===== config.mk =====
export PLATFORM = sky130hd
export DESIGN_NAME = byte_budget_lru_cache_flat
export DESIGN_NICKNAME = d
export VERILOG_FILES = /design/src/sv/bblc_pkg.sv /design/src/sv/bblc_req_if.sv /design/src/sv/bblc_rsp_if.sv /design/src/sv/byte_budget_lru_cache.sv /design/src/flat_wrapper.sv
export SDC_FILE = /design/constraint.sdc
export NUM_CORES = 2
export LEC_CHECK = 0
export ABC_AREA = 0
export BUFFER_PORTS_ARGS = -buffer_cell sky130_fd_sc_hd__buf_2
export CAP_MARGIN = 20
export CORE_ASPECT_RATIO = 1.25
export CORE_MARGIN = 4
export CORE_UTILIZATION = 43
export DETAILED_ROUTE_END_ITERATION = 8
export GPL_TIMING_DRIVEN = 0
export PLACE_DENSITY = 0.59
export SYNTH_ARGS = -nofsm -noshare
export SYNTH_HDL_FRONTEND = slang
export SYNTH_SLANG_ARGS = --single-unit

===== constraint.sdc =====
create_clock -name clk -period 15.7 [get_ports clk]
set_input_delay 0 -clock clk [delete_from_list [all_inputs] [get_ports clk]]
set_output_delay 0 -clock clk [all_outputs]
set_load 0.05 [all_outputs]

===== src/sv/bblc_pkg.sv =====
`default_nettype none

package bblc_pkg;

	localparam int ENTRIES    = 16;
	localparam int KEY_BITS   = 32;
	localparam int SIZE_BITS  = 24;
	localparam int IDX_W      = $clog2(ENTRIES);
	localparam int CNT_W      = $clog2(ENTRIES + 1);
	localparam int EVICT_W    = 5;
	localparam int APB_ADDR_W = 2;
	localparam int APB_DATA_W = 32;

	localparam logic [SIZE_BITS-1:0]  BUDGET_RESET     = SIZE_BITS'(65536);
	localparam logic [APB_ADDR_W-1:0] ADDR_BYTE_BUDGET = APB_ADDR_W'(0);

	typedef logic [IDX_W-1:0]     idx_t;
	typedef logic [CNT_W-1:0]     cnt_t;
	typedef logic [KEY_BITS-1:0]  key_t;
	typedef logic [SIZE_BITS-1:0] size_t_t;
	typedef logic [EVICT_W-1:0]   evict_t;

	typedef enum logic [7:0] {
		ST_IDLE   = 8'b0000_0001,
		ST_LOOKUP = 8'b0000_0010,
		ST_HIT    = 8'b0000_0100,
		ST_CHECK  = 8'b0000_1000,
		ST_SCAN   = 8'b0001_0000,
		ST_EVICT  = 8'b0010_0000,
		ST_INSERT = 8'b0100_0000,
		ST_DONE   = 8'b1000_0000
	} state_t;

endpackage

`default_nettype wire


===== src/sv/bblc_req_if.sv =====
`default_nettype none

interface bblc_req_if import bblc_pkg::*; ();
	logic    valid;
	logic    ready;
	key_t    key_id;
	size_t_t item_size;

	modport source (output valid, output key_id, output item_size, input ready);
	modport sink (input valid, input key_id, input item_size, output ready);
endinterface

`default_nettype wire


===== src/sv/bblc_rsp_if.sv =====
`default_nettype none

interface bblc_rsp_if import bblc_pkg::*; ();
	logic    valid;
	logic    ready;
	logic    hit;
	logic    stored;
	evict_t  evicted_count;
	size_t_t bytes_in_use;

	modport source (output valid, output hit, output stored, output evicted_count,
		output bytes_in_use, input ready);
	modport sink (input valid, input hit, input stored, input evicted_count,
		input bytes_in_use, output ready);
endinterface

`default_nettype wire


===== src/sv/byte_budget_lru_cache.sv =====
// channel   dir   beat contents
// -------   ---   ------------------------------------------------
// req       in    key_id, item_size
// rsp       out   hit, stored, evicted_count, bytes_in_use
// apb       in    byte_budget at address 0, read back on prdata
//
// one shared compare unit walks the 16 slots, one slot a cycle
// hit: lookup stops at the matching slot, then ST_HIT and ST_DONE, which loads the rsp beat
// miss: lookup of all 16 slots, ST_CHECK, ST_INSERT if stored, ST_DONE; each eviction adds ST_SCAN, ST_EVICT
// each eviction is a full 16-slot scan for the least recent entry
// reset clears all valid bits at once, no clearing pass
// req is taken only when idle, in the cycle after the rsp beat is loaded; a held rsp beat stalls it
`default_nettype none

module byte_budget_lru_cache import bblc_pkg::*; (
	input  wire logic                  clk,
	input  wire logic                  arst_n,
	bblc_req_if.sink                   req,
	bblc_rsp_if.source                 rsp,
	input  wire logic                  psel,
	input  wire logic                  penable,
	input  wire logic                  pwrite,
	input  wire logic [APB_ADDR_W-1:0] paddr,
	input  wire logic [APB_DATA_W-1:0] pwdata,
	output logic      [APB_DATA_W-1:0] prdata,
	output logic                       pready
);

	state_t              state_q;
	idx_t                idx_q;
	key_t                key_q;
	size_t_t             size_q;
	logic [ENTRIES-1:0]  valid_q;
	cnt_t                count_q;
	size_t_t             used_q;
	size_t_t             budget_q;
	idx_t                found_idx_q;
	idx_t                found_rank_q;
	idx_t                free_idx_q;
	logic                free_ok_q;
	idx_t                best_idx_q;
	idx_t                best_rank_q;
	logic                best_ok_q;
	logic                hit_q;
	logic                stored_q;
	evict_t              evicted_q;
	logic                rsp_valid_q;
	logic                rsp_hit_q;
	logic                rsp_stored_q;
	evict_t              rsp_evicted_q;
	size_t_t             rsp_bytes_q;

	key_t                slot_key_q  [ENTRIES];
	size_t_t             slot_bytes_q[ENTRIES];
	idx_t                slot_rank_q [ENTRIES];

	logic                last_slot;
	logic                key_match;
	idx_t                rank_here;
	logic                over_budget;
	logic                fits;
	logic                table_full;
	size_t_t             victim_bytes;
	size_t_t             used_after_evict;
	logic                cfg_write;

	assign last_slot    = (idx_q == IDX_W'(ENTRIES - 1));
	assign key_match    = valid_q[idx_q] && (slot_key_q[idx_q] == key_q);
	assign rank_here    = slot_rank_q[idx_q];
	assign over_budget  = ({1'b0, used_q} + {1'b0, size_q}) > {1'b0, budget_q};
	assign fits         = (size_q <= budget_q);
	assign table_full   = (count_q == CNT_W'(ENTRIES));
	assign victim_bytes = slot_bytes_q[best_idx_q];
	assign used_after_evict = (used_q >= victim_bytes) ? (used_q - victim_bytes) : '0;
	assign cfg_write    = psel && penable && pwrite && (paddr == ADDR_BYTE_BUDGET);

	assign req.ready         = (state_q == ST_IDLE);
	assign rsp.valid         = rsp_valid_q;
	assign rsp.hit           = rsp_hit_q;
	assign rsp.stored        = rsp_stored_q;
	assign rsp.evicted_count = rsp_evicted_q;
	assign rsp.bytes_in_use  = rsp_bytes_q;

	assign pready = 1'b1;
	assign prdata = (paddr == ADDR_BYTE_BUDGET) ? APB_DATA_W'(budget_q) : '0;

	always_ff @(posedge clk or negedge arst_n) begin
		if (!arst_n) begin
			state_q       <= ST_IDLE;
			idx_q         <= '0;
			key_q         <= '0;
			size_q        <= '0;
			valid_q       <= '0;
			count_q       <= '0;
			used_q        <= '0;
			budget_q      <= BUDGET_RESET;
			found_idx_q   <= '0;
			found_rank_q  <= '0;
			free_idx_q    <= '0;
			free_ok_q     <= 1'b0;
			best_idx_q    <= '0;
			best_rank_q   <= '0;
			best_ok_q     <= 1'b0;
			hit_q         <= 1'b0;
			stored_q      <= 1'b0;
			evicted_q     <= '0;
			rsp_valid_q   <= 1'b0;
			rsp_hit_q     <= 1'b0;
			rsp_stored_q  <= 1'b0;
			rsp_evicted_q <= '0;
			rsp_bytes_q   <= '0;
		end else begin
			if (cfg_write) begin
				budget_q <= pwdata[SIZE_BITS-1:0];
			end
			if (rsp_valid_q && rsp.ready && (state_q != ST_DONE)) begin
				rsp_valid_q <= 1'b0;
			end
			case (state_q)
				ST_IDLE: begin
					if (req.valid) begin
						key_q     <= req.key_id;
						size_q    <= req.item_size;
						idx_q     <= '0;
						free_ok_q <= 1'b0;
						hit_q     <= 1'b0;
						stored_q  <= 1'b0;
						evicted_q <= '0;
						state_q   <= ST_LOOKUP;
					end
				end
				ST_LOOKUP: begin
					if (!valid_q[idx_q] && !free_ok_q) begin
						free_ok_q  <= 1'b1;
						free_idx_q <= idx_q;
					end
					if (key_match) begin
						found_idx_q  <= idx_q;
						found_rank_q <= rank_here;
						state_q      <= ST_HIT;
					end else if (last_slot) begin
						state_q <= ST_CHECK;
					end else begin
						idx_q <= idx_q + 1'b1;
					end
				end
				ST_HIT: begin
					hit_q   <= 1'b1;
					state_q <= ST_DONE;
				end
				ST_CHECK: begin
					if ((over_budget && (count_q != '0)) || (fits && table_full)) begin
						idx_q     <= '0;
						best_ok_q <= 1'b0;
						state_q   <= ST_SCAN;
					end else if (fits) begin
						state_q <= ST_INSERT;
					end else begin
						state_q <= ST_DONE;
					end
				end
				ST_SCAN: begin
					if (valid_q[idx_q] && (!best_ok_q || (rank_here > best_rank_q))) begin
						best_ok_q   <= 1'b1;
						best_idx_q  <= idx_q;
						best_rank_q <= rank_here;
					end
					if (last_slot) begin
						state_q <= ST_EVICT;
					end else begin
						idx_q <= idx_q + 1'b1;
					end
				end
				ST_EVICT: begin
					valid_q[best_idx_q] <= 1'b0;
					used_q    <= used_after_evict;
					count_q   <= count_q - 1'b1;
					evicted_q <= evicted_q + 1'b1;
					if (!free_ok_q || (best_idx_q < free_idx_q)) begin
						free_ok_q  <= 1'b1;
						free_idx_q <= best_idx_q;
					end
					state_q <= ST_CHECK;
				end
				ST_INSERT: begin
					valid_q[free_idx_q] <= 1'b1;
					used_q   <= used_q + size_q;
					count_q  <= count_q + 1'b1;
					stored_q <= 1'b1;
					state_q  <= ST_DONE;
				end
				ST_DONE: begin
					if (!rsp_valid_q || rsp.ready) begin
						rsp_valid_q   <= 1'b1;
						rsp_hit_q     <= hit_q;
						rsp_stored_q  <= stored_q;
						rsp_evicted_q <= evicted_q;
						rsp_bytes_q   <= used_q;
						state_q       <= ST_IDLE;
					end
				end
				default: begin
					state_q <= ST_IDLE;
				end
			endcase
		end
	end

	// slot payload, read only where the valid bit is set
	always_ff @(posedge clk) begin
		for (int i = 0; i < ENTRIES; i++) begin
			if (state_q == ST_HIT) begin
				if (IDX_W'(i) == found_idx_q) begin
					slot_rank_q[i] <= '0;
				end else if (valid_q[i] && (slot_rank_q[i] < found_rank_q)) begin
					slot_rank_q[i] <= slot_rank_q[i] + 1'b1;
				end
			end else if (state_q == ST_INSERT) begin
				if (IDX_W'(i) == free_idx_q) begin
					slot_key_q[i]   <= key_q;
					slot_bytes_q[i] <= size_q;
					slot_rank_q[i]  <= '0;
				end else if (valid_q[i]) begin
					slot_rank_q[i] <= slot_rank_q[i] + 1'b1;
				end
			end
		end
	end

`ifndef SYNTHESIS
	a_count_tracks_valid: assert property (@(posedge clk) disable iff (!arst_n)
		$countones(valid_q) == int'(count_q))
		else $error("slot count differs from valid bits");

	a_empty_holds_no_bytes: assert property (@(posedge clk) disable iff (!arst_n)
		(count_q == '0) |-> (used_q == '0))
		else $error("bytes in use with an empty table");

	a_hit_is_pure: assert property (@(posedge clk) disable iff (!arst_n)
		(rsp.valid && rsp.hit) |-> (!rsp.stored && (rsp.evicted_count == '0)))
		else $error("hit beat reports a store or eviction");

	a_insert_into_free: assert property (@(posedge clk) disable iff (!arst_n)
		(state_q == ST_INSERT) |-> (free_ok_q && !valid_q[free_idx_q]))
		else $error("insert into an occupied slot");
`endif

endmodule

`default_nettype wire

===== src/flat_wrapper.sv =====
// flat-port wrapper written by rule: the top's interface ports become plain ports
module byte_budget_lru_cache_flat import bblc_pkg::*;
  (clk, arst_n, psel, penable, pwrite, paddr, pwdata, prdata, pready, req_valid, req_key_id, req_item_size, req_ready, rsp_valid, rsp_hit, rsp_stored, rsp_evicted_count, rsp_bytes_in_use, rsp_ready);
  bblc_req_if req_i ();
  bblc_rsp_if rsp_i ();
  input  wire logic clk;
  input  wire logic arst_n;
  input  wire logic psel;
  input  wire logic penable;
  input  wire logic pwrite;
  input  wire logic [APB_ADDR_W-1:0] paddr;
  input  wire logic [APB_DATA_W-1:0] pwdata;
  output logic      [APB_DATA_W-1:0] prdata;
  output logic pready;
  input wire logic [$bits(req_i.valid)-1:0] req_valid;
  input wire logic [$bits(req_i.key_id)-1:0] req_key_id;
  input wire logic [$bits(req_i.item_size)-1:0] req_item_size;
  output wire logic [$bits(req_i.ready)-1:0] req_ready;
  output wire logic [$bits(rsp_i.valid)-1:0] rsp_valid;
  output wire logic [$bits(rsp_i.hit)-1:0] rsp_hit;
  output wire logic [$bits(rsp_i.stored)-1:0] rsp_stored;
  output wire logic [$bits(rsp_i.evicted_count)-1:0] rsp_evicted_count;
  output wire logic [$bits(rsp_i.bytes_in_use)-1:0] rsp_bytes_in_use;
  input wire logic [$bits(rsp_i.ready)-1:0] rsp_ready;
  assign req_i.valid = req_valid;
  assign req_i.key_id = req_key_id;
  assign req_i.item_size = req_item_size;
  assign req_ready = req_i.ready;
  assign rsp_valid = rsp_i.valid;
  assign rsp_hit = rsp_i.hit;
  assign rsp_stored = rsp_i.stored;
  assign rsp_evicted_count = rsp_i.evicted_count;
  assign rsp_bytes_in_use = rsp_i.bytes_in_use;
  assign rsp_i.ready = rsp_ready;
  byte_budget_lru_cache u_core (.clk(clk), .arst_n(arst_n), .req(req_i), .rsp(rsp_i), .psel(psel), .penable(penable), .pwrite(pwrite), .paddr(paddr), .pwdata(pwdata), .prdata(prdata), .pready(pready));
endmodule

==> impl_metrics.py <==
metrics = {
    "status": {
        "status": "finished, final reports clean",
    },
    "clock_tree": {
        "cts_tree": "done",
        "cts_num_sinks": 1158,
        "htree_levels": 3,
        "clkSlewWorstSetupHoldPaths_ps": 60,
        "cts_max_path_buffers": 3,
        "insertion_delay_ps": 730,
        "clock-root-buffer": "clkbuf_16",
        "cts_buffers": 112,
    },
    "synthesis": {
        "netlist_instances": 3378,
        "synth_cell_types": 87,
        "async_flop_share_pct": 17.10,
        "synthAdderAreaFrac_pct": 4.243,
        "synthMuxAreaShare_pct": 13.56,
        "yosys.area_share.simple_pct": 7.155,
        "synth_flop_cell": "edfxtp_1",
        "synth_edf_count": 960,
        "synth_top_family_by_area": "multiplexers",
        "synth_xor_area_share_pct": 1.798,
        "synth_compound_area_share_pct": 6.144,
        "yosysSeqAreaShare_pct": 64.81,
        "synth.avg_cell_area_um2": 15.43,
        "yosysWarnings": 0,
        "ys_seq_elements": 1158,
        "syn_area_mm2": 0.05213,
    },
    "sta": {
        "layout_setup_ws_ps": 9095,
        "period_needed_ps": 6605,
        "rsz0062_at_grt": "false",
        "slew-limit-headroom_pct": 25.25,
        "finalHoldViolCount": 0,
        "worstMarginPinSlew_ps": 1121,
        "fmax_mhz": 151.4,
        "finClkSkew_ps": 30.00,
        "fin_crit_sh_pct": 42.07,
        "final.setup.tns_ps": 0,
        "slew_viol_final": 0,
        "setup_viol": 0,
    },
    "place": {
        "dp_slack_ps": 9059,
        "place.port_buffers": 145,
        "dp_hpwl_mm": 110.5,
        "postPlaceCellArea_mm2": 0.05633,
        "routabilityCongestion": 0.9545,
    },
    "layout": {
        "mostFrequentLayoutCells": "edfxtp_1, nand2_1, mux4_2",
        "syn_to_final_growth_pct": 18.36,
        "fin_nets": 4161,
        "fill_cells": 10045,
        "final_common_cell": "edfxtp_1",
        "insertedDiodeCount": 0,
        "drive_gt1_share_pct": 19.47,
        "finish.utilization_pct": 51.37,
        "stdcell_area_mm2": 0.06170,
    },
    "floorplan": {
        "die_x_um": 319.4,
        "start_util_pct": 43.40,
        "die_area_mm2": 0.1269,
        "die_h_um": 397.3,
        "num_io_pins": 163,
        "core-area_mm2": 0.1201,
        "fp-row-count": 142,
    },
    "grt": {
        "grt_pass1_vias": 33012,
        "gr-total-overflow": 0,
        "grt_pass1_wl_mm": 230.7,
        "grt_usage_pct": 24.94,
        "grt_start_max_net_pins": 72,
        "antenna_found_initial": 2,
    },
    "route": {
        "drt_wl_total_mm": 158.9,
        "vias": 32670,
        "drt-initial-drc-count": 3669,
        "wl_per_cell_um": 28.53,
        "via_per_inst": 5.866,
        "drt_first_pass_iters": 6,
        "final_antenna_net_count": 0,
        "drc_errors": 0,
    },
    "setup_path": {
        "r2r_start": "u_core.best_idx_q[0]",
        "endpoint_kind": "flip-flop",
        "arrival_ps": 7250,
        "critPathLaunchType": "flip-flop",
        "startpoint": "u_core.best_idx_q[0]",
        "cp_max_fo": 10,
        "critPathKind": "reg2reg",
        "worstPathRequired_ps": 16340,
    },
    "power": {
        "irDropWorstVdd_uv": 139.0,
        "power_uw": 9112,
        "leakage_uw": 0.02235,
        "power_density_mw_per_mm2": 147.7,
    },
    "worst_hold_path": {
        "worstHoldStart": "req_key_id[15]",
        "hold_path.class": "in2reg",
    },
    "run": {
        "max-cap-violations": 0,
    },
}
cell families after synthesis:
| group | Yosys count |
|---|---|
| DFF | 1158 |
| and+or+nand+nor | 792 |
| AOI/OAI and AO/OA | 492 |
| muxes | 397 |
| buffers and inverters | 255 |
| adders and majority gates | 175 |
| xor gates and xnor gates | 107 |
| other | 2 |
flip-flops by register name, indices dropped and copies added, names as in the netlist, 16 cells and up:
name / count
u_core.valid_q: 16
u_core.size_q: 24
u_core.slot_key_q: 512
u_core.key_q: 32
u_core.slot_bytes_q: 384
u_core.slot_rank_q: 64
u_core.used_q: 24
u_core.rsp.bytes_in_use: 24
u_core.budget_q: 24
what timing repair did:
item / CTS / global route
resized for setup: 0 / 0
buffers inserted: 0 / 0
hold endpoints to repair: 286 / 0
hold buffers: 161 / 0
cells in the mapped netlist (all sizes together) (61+ instances only):
library cell  number  share of area [%]
a21oi            124                1.2
buf               65               0.91
clkbuf            88               0.63
dfrtp            196                9.4
edfxtp           960                 55
ha               172                4.1
inv              101               0.73
mux2i            105                2.0
mux4             241                 10
nand2            293                2.1
nor2             191                1.4
o21ai            110                1.1
xnor2             61                1.0
routing by layer:
layer	up-vias	global-route usage [%]	part of all wire (%)
met5	-	0	0
met4	0	8.708	3.6
met3	291	3.343	6.4
met2	1314	42.90	50
met1	16896	32.70	40
li1	14169	-	-
cell type report:
| class | instances | area [µm²] | share of cell area, % |
|---|---|---|---|
| Clock buffer | 149 | 3105 | 5.033 |
| Timing Repair Buffer | 390 | 3754 | 6.084 |
| Tap cell | 1584 | 1982 | 3.212 |
| Sequential cell | 1158 | 33780 | 54.76 |
| Inverter | 102 | 382.9 | 0.6205 |
| Buffer | 153 | 805.8 | 1.306 |
| Multi-Input combinational cell | 1972 | 17290 | 28.03 |
| Clock inverter | 61 | 591.8 | 0.9592 |
power breakdown:
part	switching [µW]	leakage (µW)	internal, µW
combinational	1260	0.00923	820
clock	1200	0.00179	1550
sequential	496	0.0113	3790
worst paths after layout:
| path | end | cells after the start | slack [ps] |
|---|---|---|---|
| max | u_core.used_q[8] | 18 | 9090 |
| min reg2reg | u_core.hit_q | 2 | 470 |
| max in group asynchronous | u_core.key_q[22] | 4 | 14780 |
| max reg2reg | u_core.used_q[8] | 18 | 9090 |
| min in group asynchronous | u_core.budget_q[16] | 3 | 400 |
| min | u_core.key_q[15] | 4 | 50 |
critical path: stages (launching register included):
cell,delay (ps)
dfrtp_1,330
clkbuf_1,390
clkbuf_1,700
buf_1,810
mux4_2,610
mux4_2,560
ha_1,260
inv_1,80
fa_1,200
a21o_1,150
a221oi_1,110
o211ai_1,400
a211oi_1,220
a21oi_1,220
nor2_1,60
nor2_1,510
clkbuf_1,520
nand3_1,150
a31oi_1,220
stage by stage:
step	hold slack, ps	cells
after floorplan	-295.6	3385
after global placement	191.6	5114
after detailed placement	-42.88	5194
after CTS	0.3414	5565
after global routing	76.06	5569
final	46.44	5569
No activity file was read; power rests on OpenSTA's default activity.
